## config.mk

```make
export PLATFORM = sky130hd
export DESIGN_NAME = tlca_ctrl
export DESIGN_NICKNAME = d
export VERILOG_FILES = /design/src/rtl/core/tlca_pkg.sv /design/src/rtl/core/tlca_ctrl.sv
export SDC_FILE = /design/constraint.sdc
export NUM_CORES = 1
export LEC_CHECK = 0
export BUFFER_PORTS_ARGS = -buffer_cell sky130_fd_sc_hd__buf_2
export CAP_MARGIN = 15
export CORE_MARGIN = 2
export CORE_UTILIZATION = 49
export DETAILED_ROUTE_END_ITERATION = 10
export PLACE_DENSITY = 0.75
export SETUP_SLACK_MARGIN = 0.1
export SKIP_LAST_GASP = 1
export SYNTH_ARGS = -nofsm -noshare
export SYNTH_HDL_FRONTEND = slang
export SYNTH_SLANG_ARGS = --single-unit
```

## constraint.sdc

```tcl
create_clock -name clk -period 1.8 [get_ports clk]
set_input_delay 0.09 -clock clk [delete_from_list [all_inputs] [get_ports clk]]
set_output_delay 0.09 -clock clk [all_outputs]
set_load 0.02 [all_outputs]
```

## src/rtl/core/tlca_pkg.sv

```systemverilog
`timescale 1ns / 1ps

package tlca_pkg;

    localparam int NODE_COUNT  = 1024;
    localparam int LIFT_LEVELS = 10;
    localparam int NODE_W      = $clog2(NODE_COUNT);
    localparam int DEPTH_W     = 10;
    localparam int LVL_W       = (LIFT_LEVELS > 1) ? $clog2(LIFT_LEVELS) : 1;

    localparam logic [DEPTH_W-1:0] DEPTH_MAX = '1;

    localparam logic OP_LOAD  = 1'b0;
    localparam logic OP_QUERY = 1'b1;

    typedef logic [NODE_W-1:0]                   node_t;
    typedef logic [DEPTH_W-1:0]                  depth_t;
    typedef logic [LVL_W-1:0]                    lvl_t;
    typedef logic [LIFT_LEVELS-1:0][NODE_W-1:0]  row_t;

    // datapath operations issued by the controller
    typedef enum logic [3:0] {
        DP_IDLE,
        DP_CLEAR,
        DP_ACCEPT,
        DP_DEPTH,
        DP_LIFT1,
        DP_LIFT2,
        DP_FINAL,
        DP_LSTART,
        DP_LEVEL,
        DP_WRITE
    } dp_op_t;

    typedef struct packed {
        dp_op_t op;
        lvl_t   lvl;
        node_t  clr_addr;
    } dp_cmd_t;

endpackage

```

## src/rtl/core/tlca_ctrl.sv

```systemverilog
`timescale 1ns / 1ps

module tlca_ctrl
    import tlca_pkg::*;
(
    input  logic    clk,
    input  logic    rst_n,
    input  logic    in_valid,
    input  logic    in_opcode,
    input  logic    in_x_zero,
    output logic    in_ready,
    output logic    out_valid,
    input  logic    out_ready,
    output dp_cmd_t cmd
);

    typedef enum logic [3:0] {
        S_CLEAR,
        S_IDLE,
        S_DEPTH,
        S_LIFT1,
        S_LIFT2,
        S_FINAL,
        S_LSTART,
        S_LOAD,
        S_WRITE
    } state_t;

    state_t state_reg, state_next;
    lvl_t   lvl_reg, lvl_next;
    node_t  clr_reg, clr_next;
    logic   out_valid_reg, out_valid_next;

    always_comb
    begin
        state_next     = state_reg;
        lvl_next       = lvl_reg;
        clr_next       = clr_reg;
        out_valid_next = out_valid_reg && !out_ready;
        in_ready       = 1'b0;
        cmd.op         = DP_IDLE;
        cmd.lvl        = lvl_reg;
        cmd.clr_addr   = clr_reg;

        unique case (state_reg)
            S_CLEAR:
            begin
                cmd.op = DP_CLEAR;
                if (clr_reg == node_t'(NODE_COUNT - 1))
                begin
                    state_next = S_IDLE;
                end
                else
                begin
                    clr_next = clr_reg + 1'b1;
                end
            end
            S_IDLE:
            begin
                in_ready = 1'b1;
                if (in_valid)
                begin
                    cmd.op = DP_ACCEPT;
                    if (in_opcode == OP_QUERY)
                    begin
                        state_next = S_DEPTH;
                    end
                    else if (!in_x_zero)
                    begin
                        state_next = S_LSTART;
                    end
                end
            end
            S_DEPTH:
            begin
                cmd.op     = DP_DEPTH;
                lvl_next   = lvl_t'(LIFT_LEVELS - 1);
                state_next = S_LIFT1;
            end
            S_LIFT1:
            begin
                cmd.op = DP_LIFT1;
                if (lvl_reg == '0)
                begin
                    lvl_next   = lvl_t'(LIFT_LEVELS - 1);
                    state_next = S_LIFT2;
                end
                else
                begin
                    lvl_next = lvl_reg - 1'b1;
                end
            end
            S_LIFT2:
            begin
                cmd.op = DP_LIFT2;
                if (lvl_reg == '0)
                begin
                    state_next = S_FINAL;
                end
                else
                begin
                    lvl_next = lvl_reg - 1'b1;
                end
            end
            S_FINAL:
            begin
                if (!out_valid_reg || out_ready)
                begin
                    cmd.op         = DP_FINAL;
                    out_valid_next = 1'b1;
                    state_next     = S_IDLE;
                end
            end
            S_LSTART:
            begin
                cmd.op = DP_LSTART;
                if (LIFT_LEVELS > 1)
                begin
                    lvl_next   = lvl_t'(1);
                    state_next = S_LOAD;
                end
                else
                begin
                    state_next = S_WRITE;
                end
            end
            S_LOAD:
            begin
                cmd.op = DP_LEVEL;
                if (lvl_reg == lvl_t'(LIFT_LEVELS - 1))
                begin
                    state_next = S_WRITE;
                end
                else
                begin
                    lvl_next = lvl_reg + 1'b1;
                end
            end
            S_WRITE:
            begin
                cmd.op     = DP_WRITE;
                state_next = S_IDLE;
            end
            default:
            begin
                state_next = S_IDLE;
            end
        endcase
    end

    always_ff @(posedge clk or negedge rst_n)
    begin
        if (!rst_n)
        begin
            state_reg     <= S_CLEAR;
            lvl_reg       <= '0;
            clr_reg       <= '0;
            out_valid_reg <= 1'b0;
        end
        else
        begin
            state_reg     <= state_next;
            lvl_reg       <= lvl_next;
            clr_reg       <= clr_next;
            out_valid_reg <= out_valid_next;
        end
    end

    assign out_valid = out_valid_reg;

endmodule

```

### After elaboration in Yosys (flattened, before gate mapping)

Cells that the tools add are included.

* add/sub/neg operators: 3
* equality and inequality tests: 19
* muxes and demuxes: 19
* bitwise gates (word level): 1
* reductions and logical operators: 10

Operators with widths (count)
* two-way mux 4 bit: 11
* one-hot mux 4 bit (9 select lines): 1
* one-hot mux 4 bit (8 select lines): 1
* one-hot mux 4 bit (5 select lines): 1
* == test 4 x 3 -> 1 bit, second input constant: 4
* inequality test 2 bit, second input constant: 8
* adder 10 x 1 -> 10 bit, second input constant: 1
* == test 10 bit, second input constant: 1
* == test 4 x 2 -> 1 bit, second input constant: 2
* == test 4 bit, second input constant: 2
* logical NOT 4 bit: 2
* AND reduction 7 bit: 1
* nonzero test 5 bit: 1
* adder 4 x 1 -> 4 bit, second input constant: 1
* == test 4 x 1 -> 1 bit, second input constant: 1
* subtractor 4 x 1 -> 4 bit, second input constant: 1
* two-way mux 1 bit: 3
* two-way mux 3 bit: 1
* inequality test 3 bit, second input constant: 1
* AND reduction 3 bit: 1
* logical NOT 1 bit: 2
* two-way mux 2 bit: 1
* AND reduction 2 bit: 1
* logical AND 1 bit: 1
* 2 further kinds: 2

* register bits: 19
* input bits: 6
* logic and storage cells: 56

### Depth between registers and ports, before layout

Gate-level depths: netlist of run 1.

* depth after elaboration: 4
* gate-level depth with buffers: 7
* mapped depth without buffers: 7

### Worst setup path after synthesis of run 1

OpenSTA, ideal clock, no wires.

* kind: reg-to-reg
* start point: register lvl_reg[0]
* end point: register lvl_reg[2]
* setup time: 121 ps
* arrival: 1813 ps
* path slack: -134 ps
* stages on the path, launching flop included: 8
* path buffers: 0
* path through: dfrtp_1 -> inv_1 -> ha_1 -> or3b_1 -> a21oi_1 -> o2bb2ai_1 -> nor2b_1 -> a22o_1

* word-level cells in the longest chain between the ends: 3
* elaborated cells between the ends (all ways): 11
* those cells by class: add/sub (2); eq/ne (3); mux (4); reduce/logical (2)

RTL lines
* start, declared: RTL line tlca_ctrl.sv:30 `lvl_t lvl_reg, lvl_next;`
* start signal, assigned: RTL line tlca_ctrl.sv:163 `lvl_reg <= lvl_next;`
* adder 4 x 1 -> 4 bit (tied with other cells): RTL line tlca_ctrl.sv:136 `lvl_next = lvl_reg + 1'b1;`
* two-way mux 4 bit (tied with other cells): RTL line tlca_ctrl.sv:130 `if (lvl_reg == lvl_t'(LIFT_LEVELS - 1))`
* one-hot mux 4 bit (5 select lines) or AND reduction 3 bit (tied branches)

Several ways; a longest one is shown, not always the timed one. The select of a mux whose other input is x is not followed.
A chain may end at the register's enable or synchronous reset.

### Worst setup path after layout of run 1

* start point: register state_reg[1]
* end point: register state_reg[0]

* word-level cells in the longest chain between the ends: 3
* elaborated cells between the ends (all ways): 17
* those cells by class: eq/ne (14); mux (1); reduce/logical (2)

RTL lines
* start, declared: RTL line tlca_ctrl.sv:29 `state_t state_reg, state_next;`
* start signal, assigned: RTL line tlca_ctrl.sv:162 `state_reg <= state_next;`
* == test 4 x 1 -> 1 bit (tied with other cells): RTL line tlca_ctrl.sv:45 `unique case (state_reg)`
* inequality test 3 bit (no source line) or inequality test 2 bit (tied branches)
* AND reduction 7 bit (no source line)

Several ways; a longest one is shown, not always the timed one.

==> results.py, run 1 <==
metrics = {
    "status": {
        "status": "complete, but fails checks",
        "violations": "negative setup slack",
    },
    "clocking": {
        "cts.sinks": 19,
        "cts_buffers": 3,
        "cts_tree": "built",
        "root_buffer": "clkbuf_4",
        "cts_max_path_buffers": 2,
        "clk_latency_ns": 0.31,
        "htreeDepth": 1,
        "clk_pin_slew_ns": 0.12,
    },
    "timing": {
        "maxSlewViolCount": 0,
        "skew_ns": 0.00805,
        "rsz0062_at_grt": "yes",
        "maxSlewHeadroom_pct": 70.7,
        "setup_ws_ns": -0.0784,
        "period_needed_ns": 1.88,
        "final-setup-viol-count": 7,
        "tightest_slew_ns": 0.439,
        "hold_viol": 0,
        "min_period_over_period_pct": 104,
        "fmax_mhz": 532,
    },
    "global_routing": {
        "grt_usage_pct": 24.8,
        "grt_pass1_vias": 1181,
        "grt_overflow": 0,
        "grt_max_degree": 24,
        "antenna_found_initial": 0,
        "grt_pass1_wl_um": 5370,
    },
    "power_and_ir_drop": {
        "vdd_drop_max_mv": 1.49,
        "p_leak_nw": 0.917,
        "power_density_nw_per_um2": 1900,
    },
    "placement": {
        "hpwl_um": 2280,
        "io_buffers": 25,
        "dp.cells": 208,
        "placed_cell_area_sq_um": 1570,
        "place_congestion": 0.830,
    },
    "final_layout": {
        "nNetsFinal": 214,
        "drive_gt1_share_pct": 49.5,
        "final_cells": 232,
        "final_area_sq_um": 1940,
        "largest_register_ffs": 10,
        "diodes": 0,
        "synthToLayoutAreaGrowth_pct": 51.6,
    },
    "worst_hold_path": {
        "whs_path_depth": 3,
        "hp-start": "out_ready",
        "hold_path.class": "input pin to register",
    },
    "drt": {
        "wl_per_cell_um": 17.1,
        "vias": 1390,
        "drt-vias-per-instance": 5.99,
        "drt-total-wl_um": 3970,
        "drtIter0Drc": 47,
        "drc": 0,
        "drtPass1Iterations": 4,
        "ant_nets": 0,
    },
    "yosys": {
        "synth_nets": 151,
        "yosys.area.top_type": "dfrtp_1",
        "syn_inst": 140,
        "avgSynthCellArea_sq_um": 9.13,
        "synth_seq_area_share_pct": 37.2,
        "yosysTopAreaCellShare_pct": 37.2,
        "ys_warn_count": 0,
        "synth-main-ff-cell": "dfrtp_1",
        "synth_seq_cells": 19,
        "synth_edf_count": 0,
        "async_reset_ff_share_pct": 100,
        "synth_area_leaders": "dfrtp_1, xnor2_1, ha_1, nor2_1, o21ai_0",
        "synth_most_common_cell": "dfrtp_1",
        "synth_common_cells": "dfrtp_1, nor2_1, o21ai_0",
        "ys_types": 46,
        "syn_area_sq_um": 1280,
    },
    "setup_path": {
        "cp.depth": 4,
        "critPathMaxFanout": 4,
        "critical_path.top_delay_family": "simple AND/OR/NAND/NOR gates",
        "startpoint_type": "register",
        "crit_type": "register to register",
        "reg2regPathDepth": 4,
        "rr_startpoint": "state_reg[1]",
        "slowest_delay_ns": 0.56,
        "worstPathRequired_ns": 2.01,
        "worstPathArrival_ns": 2.09,
        "worst_path_max_delay_cell": "or4_4",
        "setup.worst_path.start": "state_reg[1]",
        "worst_setup_path_end_kind": "register",
        "crit_buf_inv": 0,
        "cp_cell_sequence": "or4_4, a41oi_4, nand3b_1, mux2_4",
    },
    "floorplan": {
        "ioPinCount": 26,
        "rows": 18,
        "start_util_pct": 51.6,
        "die_w_um": 55.1,
        "fp.dieArea_sq_um": 3030,
        "die_y_um": 55.1,
        "coreArea_sq_um": 2480,
    },
    "flow_run": {
        "maxCapViolCount": 0,
    },
}
routing by layer:
metal | GRT usage, % | vias to the layer above | wire, um
met4 | 6.50 | 0 | 101
met1 | 32.3 | 686 | 1610
met5 | 0 | - | 0
li1 | - | 630 | -
met2 | 44.0 | 62 | 2050
met3 | 1.88 | 12 | 209
tightest hold or removal path, delay by kind of cell:
kind,cells,cell delay (ns)
compound gates,1,0.08
simple gates,1,0.12
buf+inv,1,0.09
power by group:
| group | internal (mW) | switching (mW) |
|---|---|---|
| Sequential | 0.567 | 0.153 |
| Combinational | 1.35 | 1.37 |
| Clock | 0.0848 | 0.151 |
| Total | 2.01 | 1.68 |
cells by family (layout without fill, tap and decap cells):
group                      Yosys count  count (layout)  share of synthesized area [%]
muxes                                3               3                           2.64
xor gates and xnor gates            10              10                           6.85
buffers and inverters               12              74                           4.11
DFF                                 19              19                           37.2
adders and majority gates            5               5                           4.89
AOI/OAI and AO/OA                   37              37                           20.5
and+or+nand+nor                     54              54                           23.9
timing repair:
action                                  CTS  global route
endpoints found under the setup margin   15            21
pin swaps                                 7             6
hold endpoints to repair                 19             0
hold buffers                              1             0
buffers inserted                          9            11
resized for setup                        24            26
per-stage QoR:
stage               worst slack, ns  TNS (ns)  power, mW  utilization, %  hold WS [ns]
detailed placement          -0.0765    -0.249       2.64            63.5        0.0523
floorplan                   -0.0660    -0.292       1.98               -        -0.206
global placement            -0.0167   -0.0561       2.58            63.5        0.0415
finish                      -0.0784    -0.314       3.68            78.2         0.103
global route                 -0.101    -0.742       3.90            78.2         0.102
CTS                         -0.0552    -0.230       3.19            71.4        0.0847
path summary, 6_finish.rpt:
path                       slack, ns      endpoint
hold reg to reg                 0.50    clr_reg[8]
max in group asynchronous       1.23    lvl_reg[0]
setup reg to reg               -0.08  state_reg[0]
min in group asynchronous       0.23    clr_reg[0]
hold / removal                  0.10     out_valid
setup / recovery               -0.08  state_reg[0]
cells in the final DEF, fill, tap and decap left out, types with 2 or more instances in the layout:
cell	instances
a21oi_1	5
a21oi_2	2
a31oi_1	2
and2_1	2
and3_1	4
buf_2	21
buf_4	35
buf_6	7
buf_8	2
clkbuf_4	3
dfrtp_1	16
dfrtp_2	3
ha_1	4
inv_1	2
inv_2	2
mux2_4	3
nand2_1	5
nand2_2	2
nand2b_1	6
nand3b_1	2
nor2_1	11
nor2b_1	2
nor3_1	2
o211ai_1	2
o21a_1	3
o21ai_0	3
o21ai_1	5
xnor2_1	7
xor2_1	2
final cells by class:
type | count | area (sq um)
clock inverter | 1 | 7.51
inverter | 4 | 15.0
timing repair buffer | 66 | 487
fill | 156 | 539
clock buffer | 3 | 22.5
multi-input combinational | 109 | 890
tap | 30 | 37.5
sequential | 19 | 479
Power figures use the tool's default switching activity.
==> run 2, diff against run 1 <==
==> constraint.sdc (replaced) <==
create_clock -name clk -period 1.7 [get_ports clk]
set_input_delay 0.085 -clock clk [delete_from_list [all_inputs] [get_ports clk]]
set_output_delay 0.085 -clock clk [all_outputs]
set_load 0.02 [all_outputs]
==> run 2 against run 1 <==
  * The flow still finishes with violations (negative setup slack)
  * Flip-flop and latch count unchanged
  * Combinational power increased by 22%
  * Clock-buffer cell count unchanged
  * Non-clock buffer count increased by 4
  * Wire length increased by 13%
  * Final cell count increased by 1.7%
  * Global-route usage increased by 4.4 points
  * Critical endpoint is now lvl_reg[2]
==> results.py, run 2 (synthesis gave the netlist of run 1 again) <==
metrics = {
    "final_layout": {
        "final_area_sq_um": 2060,
        "mostFrequentLayoutCell": "buf_4",
        "fill_cells": 139,
        "multi_input_area_sq_um": 960,
        "final_cells": 236,
        "final_cell_mix": "buf_4, buf_2, dfrtp_1",
        "ff_latch_area_sq_um": 478,
        "largest_register_ffs": 10,
        "drive_gt1_share_pct": 56.3,
        "synthToLayoutAreaGrowth_pct": 61.0,
        "nNetsFinal": 218,
        "diodes": 0,
    },
    "clocking": {
        "cts_buffers": 3,
        "cts_tree": "built",
        "cts.sinks": 19,
        "clk_pin_slew_ns": 0.14,
        "htreeDepth": 1,
        "cts_max_path_buffers": 2,
        "clk_latency_ns": 0.32,
        "root_buffer": "clkbuf_4",
    },
    "floorplan": {
        "start_util_pct": 51.6,
        "ioPinCount": 26,
        "rows": 18,
        "fp.dieArea_sq_um": 3030,
        "coreArea_sq_um": 2480,
        "die_w_um": 55.1,
        "die_y_um": 55.1,
    },
    "setup_path": {
        "worstPathArrival_ns": 2.06,
        "reg2regPathDepth": 7,
        "r2r_end": "lvl_reg[2]",
        "crit_type": "register to register",
        "slowest_delay_ns": 0.45,
        "startpoint_type": "register",
        "worst_setup_path_end_kind": "register",
        "cp_cell_sequence": "inv_2, ha_4, or3b_4, a21oi_4, o2bb2ai_4, nor2b_4, a22o_1",
        "critPathMaxFanout": 6,
        "worstPathRequired_ns": 1.90,
        "setup.worst_path.start": "lvl_reg[0]",
        "rr_startpoint": "lvl_reg[0]",
        "r2r_setup_slack_ns": -0.17,
        "critical_path.top_delay_family": "simple AND/OR/NAND/NOR gates",
        "crit_buf_inv": 1,
        "endpoint": "lvl_reg[2]",
        "cp.depth": 7,
        "worst_path_max_delay_cell": "dfrtp_2",
    },
    "placement": {
        "io_buffers": 25,
        "placed_cell_area_sq_um": 1610,
        "hpwl_um": 2460,
        "dp.cells": 213,
        "place_worst_setup_slack_ns": -0.180,
        "place_congestion": 0.844,
    },
    "power_and_ir_drop": {
        "pwr-share-seq_pct": 16.9,
        "pwr-share-comb_pct": 77.2,
        "power_density_nw_per_um2": 2090,
        "p_clk_share_pct": 6.0,
        "power_switching_mw": 1.98,
        "switching_share_pct": 46.1,
        "p_leak_nw": 0.971,
        "vdd_drop_max_mv": 1.60,
        "p_int_mw": 2.32,
        "power_mw": 4.30,
    },
    "timing": {
        "period_needed_ns": 1.87,
        "hold_viol": 0,
        "maxSlewHeadroom_pct": 65.7,
        "skew_ns": 0.0215,
        "final-setup-viol-count": 15,
        "rsz0062_at_grt": "yes",
        "setup_ws_ns": -0.165,
        "tns_ns": -1.08,
        "maxSlewViolCount": 0,
        "tightest_slew_ns": 0.510,
        "fmax_mhz": 536,
        "min_period_over_period_pct": 110,
    },
    "drt": {
        "drtPass1Iterations": 4,
        "wl_per_cell_um": 19.0,
        "ant_nets": 0,
        "drtIter0Drc": 58,
        "vias": 1417,
        "drt-vias-per-instance": 6.00,
        "drt-total-wl_um": 4490,
        "drc": 0,
    },
    "status": {
        "violations": "negative setup slack",
        "status": "complete, but fails checks",
    },
    "global_routing": {
        "grt_max_degree": 21,
        "grt_overflow": 0,
        "grt_usage_pct": 29.2,
        "grt_pass1_wl_um": 6290,
        "antenna_found_initial": 0,
        "grt_pass1_vias": 1339,
    },
    "worst_hold_path": {
        "hold_path.class": "input pin to register",
    },
    "flow_run": {
        "maxCapViolCount": 0,
    },
}
==> run 2: power groups by stage <==
stage	combinational, mW	sequential, mW	clock, mW
detailed placement	2.17	0.721	0
floorplan	1.23	0.865	0
global placement	2.10	0.708	0
global route	3.52	0.743	0.275
CTS	2.60	0.716	0.238
finish	3.32	0.727	0.256
==> run 2: repair_timing <==
item,CTS,global route
gates cloned,0,0
pin swaps,13,15
hold endpoints to repair,19,0
gates resized for setup,35,35
hold buffers,1,0
setup buffers,10,9
setup endpoints to repair,20,21
==> run 2: metrics by stage <==
stage               hold slack [ns]  utilization (%)
global placement             0.0323             65.2
finish                        0.142             83.1
global route                  0.157             83.1
detailed placement           0.0460             65.2
CTS                          0.0785             74.5
floorplan                    -0.211                -
==> run 2: layer usage <==
layer  vias up  GRT usage (%)  part of all wire, %
met3        12           4.03                  5.8
met2        77           52.2                   50
met5         -              0                    0
li1        641              -                    -
met4         0           12.6                  3.3
met1       687           34.8                   41
==> run 2: area by class of cell <==
class | instances | share of cell area (%)
clock buffers | 3 | 1.09
clock inverters | 1 | 0.365
inverters | 4 | 0.851
multi-input cells | 109 | 46.6
flip-flops and latches | 19 | 23.2
well taps | 30 | 1.82
repair buffers | 70 | 26.0
==> run 2: how the worst min path moves through the flow <==
stage,slack [ns],startpoint,depth (start not counted),end
global placement,0.03,rst_n,1,clr_reg[4]
detailed placement,0.05,rst_n,1,clr_reg[5]
CTS,0.08,out_ready,3,out_valid
finish,0.14,out_ready,3,out_valid
floorplan,-0.21,rst_n,0,clr_reg[0]
global route,0.16,out_ready,3,out_valid
==> run 2: worst min-delay path, stage by stage <==
cell,delay (ns)
buf_2,0.08
nand2b_1,0.12
o21ai_0,0.13
==> run 3, diff against run 2 <==
--- a/config.mk
+++ b/config.mk
@@ -5,8 +5,9 @@
 export SDC_FILE = /design/constraint.sdc
 export NUM_CORES = 1
 export LEC_CHECK = 0
+export ABC_AREA = 1
 export BUFFER_PORTS_ARGS = -buffer_cell sky130_fd_sc_hd__buf_2
-export CAP_MARGIN = 15
+export CAP_MARGIN = 5
 export CORE_MARGIN = 2
 export CORE_UTILIZATION = 49
 export DETAILED_ROUTE_END_ITERATION = 10
==> run 3 against run 2 <==
  * The run now ends clean
  * Highest routed layer unchanged
  * Largest cell class unchanged
  * Final cell count rose by 8.5%
  * Critical endpoint is now cmd[16]
  * Largest power group is now registers
  * Die area rose by 3.3%
  * Critical path depth is 1 lower
  * Clock skew fell by 0.020 ns
  * Maximum frequency is 15% higher
  * First-iteration DRC count increased by 3.4%
  * Clock power fell by 9.4%
  * Flip-flop and latch count did not move
  * Synthesized cell count up 34%
  * Clock-buffer cell count grew 1
  * Sequential power fell by 38%
==> results.py, run 3 <==
metrics = {
    "status": {
        "status": "complete, no violations",
    },
    "yosys": {
        "avgSynthCellArea_sq_um": 7.09,
        "synth_nets": 198,
        "synth_seq_area_share_pct": 35.9,
        "ys_warn_count": 0,
        "yosys.area.top_type": "dfrtp_1",
        "synth_edf_count": 0,
        "syn_inst": 187,
        "syn_area_sq_um": 1330,
        "synth_area_leaders": "dfrtp_1, nand2_1, inv_1, nand3_1, nor2_1",
        "synth_seq_cells": 19,
        "synth-main-ff-cell": "dfrtp_1",
        "async_reset_ff_share_pct": 100,
        "ys_types": 24,
        "yosysTopAreaCellShare_pct": 35.9,
        "synth_most_common_cell": "nand2_1",
        "synth_common_cells": "nand2_1, inv_1, nor2_1",
    },
    "flow_run": {
        "maxCapViolCount": 0,
    },
    "global_routing": {
        "grt_max_degree": 20,
        "grt_overflow": 0,
        "grt_pass1_wl_um": 5040,
        "grt_pass1_vias": 1228,
        "antenna_found_initial": 0,
        "grt_usage_pct": 19.9,
    },
    "drt": {
        "ant_nets": 0,
        "drc": 0,
        "wl_per_cell_um": 12.0,
        "drt-vias-per-instance": 5.09,
        "drt-total-wl_um": 3080,
        "drtPass1Iterations": 4,
        "drtIter0Drc": 60,
        "vias": 1303,
    },
    "floorplan": {
        "die_y_um": 56,
        "coreArea_sq_um": 2520,
        "rows": 18,
        "fp.dieArea_sq_um": 3140,
        "start_util_pct": 52.5,
        "ioPinCount": 26,
        "die_w_um": 56,
    },
    "clocking": {
        "root_buffer": "clkbuf_4",
        "clk_pin_slew_ns": 0.11,
        "cts.sinks": 19,
        "htreeDepth": 1,
        "clk_latency_ns": 0.29,
        "cts_tree": "built",
        "cts_max_path_buffers": 2,
        "cts_buffers": 3,
    },
    "final_layout": {
        "nNetsFinal": 238,
        "final_cell_mix": "nand2_1, buf_2, inv_1",
        "mostFrequentLayoutCell": "nand2_1",
        "synthToLayoutAreaGrowth_pct": 25.9,
        "largest_register_ffs": 10,
        "fin_util_pct": 66.1,
        "drive_gt1_share_pct": 31.9,
        "final_cells": 256,
        "diodes": 0,
        "final_area_sq_um": 1670,
    },
    "power_and_ir_drop": {
        "power_density_nw_per_um2": 421,
        "p_clk_share_pct": 33.1,
        "p_leak_nw": 0.956,
        "switching_share_pct": 21.8,
        "pwr-share-seq_pct": 64.3,
        "pwr-share-comb_pct": 2.6,
        "power_switching_uw": 153,
        "power_uw": 702,
        "vdd_drop_max_mv": 0.381,
        "p_int_uw": 549,
    },
    "placement": {
        "io_buffers": 25,
        "dp.cells": 240,
        "hpwl_um": 2100,
        "place_congestion": 0.908,
        "placed_cell_area_sq_um": 1470,
    },
    "setup_path": {
        "worst_setup_path_end_kind": "primary output",
        "worst_path_max_delay_cell": "dfrtp_2",
        "setup.worst_path.start": "state_reg[2]",
        "crit_top_cell": "nand2_2",
        "rr_startpoint": "lvl_reg[0]",
        "startpoint_type": "register",
        "crit_type": "register to primary output",
        "worstPathArrival_ns": 1.54,
        "cp_cell_sequence": "inv_2, nor2_4, nand2_2, nand2_2, or2_2, buf_6",
        "worstPathRequired_ns": 1.62,
        "slowest_delay_ns": 0.47,
        "critPathMaxFanout": 6,
    },
    "timing": {
        "tightest_slew_ns": 0.443,
        "period_needed_ns": 1.62,
        "min_period_over_period_pct": 95.3,
        "tns_ns": 0,
        "final-setup-viol-count": 0,
        "hold_viol": 0,
        "maxSlewHeadroom_pct": 70.5,
        "rsz0062_at_grt": "yes",
        "skew_ns": 0.00171,
        "maxSlewViolCount": 0,
        "fmax_mhz": 617,
    },
    "worst_hold_path": {
        "hp-start": "out_ready",
        "hold_path.class": "input pin to register",
    },
}
[run 3: cell types whose count changed after synthesis, moves of 11 or more]
| cell | change |
|---|---|
| nand3_1 | +16 |
| nand2_1 | +45 |
| nor2_1 | +11 |
| inv_1 | +21 |
[run 3: layer usage]
layer  routed length [um]  global-route usage (%)  part of all wire [%]  up-vias
li1                     -                       -                     -      660
met1                 1340                    24.4                    44      602
met2                 1570                    35.1                    51       37
met3                  114                   0.930                   3.7        4
met4                   51                    9.86                   1.7        0
met5                    0                       0                     0        -
[run 3: repair_timing]
item / 4_1_cts / 5_1_grt
hold endpoints to repair: 19 / 0
endpoints found under the setup margin: 5 / 17
pin swaps: 1 / 0
gates resized for setup: 19 / 11
hold buffers: 1 / 0
buffers inserted: 7 / 4
[run 3: power groups by stage]
| stage | logic, mW | clock network, mW | registers [mW] |
|---|---|---|---|
| floorplan | 0.00155 | 0 | 0.461 |
| global placement | 0.0161 | 0 | 0.460 |
| detailed placement | 0.0172 | 0 | 0.460 |
| CTS | 0.0189 | 0.240 | 0.452 |
| global route | 0.0213 | 0.263 | 0.452 |
| finish | 0.0181 | 0.232 | 0.452 |
[run 3: worst max-delay path: cells and delay by family, from the launching register on]
| family | cells | cell delay [ns] |
|---|---|---|
| buffers and inverters | 2 | 0.23 |
| DFF | 1 | 0.47 |
| and+or+nand+nor | 4 | 0.54 |
[run 3: layout make-up]
| class | count | area [sq um] |
|---|---|---|
| fill | 222 | 855 |
| sequential | 19 | 483 |
| timing repair buffer | 39 | 241 |
| inverter | 25 | 93.8 |
| multi-input combinational | 139 | 786 |
| tap | 30 | 37.5 |
| clock buffer | 4 | 26.3 |
[run 3: logic make-up after synthesis]
group	synth area share, %
buffers and inverters	9.44
adders and majority gates	4.72
AOI/OAI and AO/OA	4.72
xor gates and xnor gates	7.27
DFF	35.9
and+or+nand+nor	38.0
[run 3: worst paths after layout]
kind                           endpoint  slack (ns)  cells after the start
setup / recovery                cmd[16]        0.08                      6
hold / removal                out_valid        0.05                      4
setup reg to reg           state_reg[1]        0.19                     11
hold reg to reg              clr_reg[7]        0.50                      1
max in group asynchronous  state_reg[0]        1.11                      2
min in group asynchronous    clr_reg[3]        0.27                      2
[run 3: per-stage QoR]
| step | setup WS [ns] | hold slack, ns |
|---|---|---|
| after floorplan | 0.116 | -0.211 |
| after global placement | 0.185 | 0.0473 |
| after detailed placement | 0.122 | 0.0587 |
| after CTS | 0.106 | 0.0623 |
| after global routing | 0.0183 | 0.0713 |
| final | 0.0793 | 0.0507 |
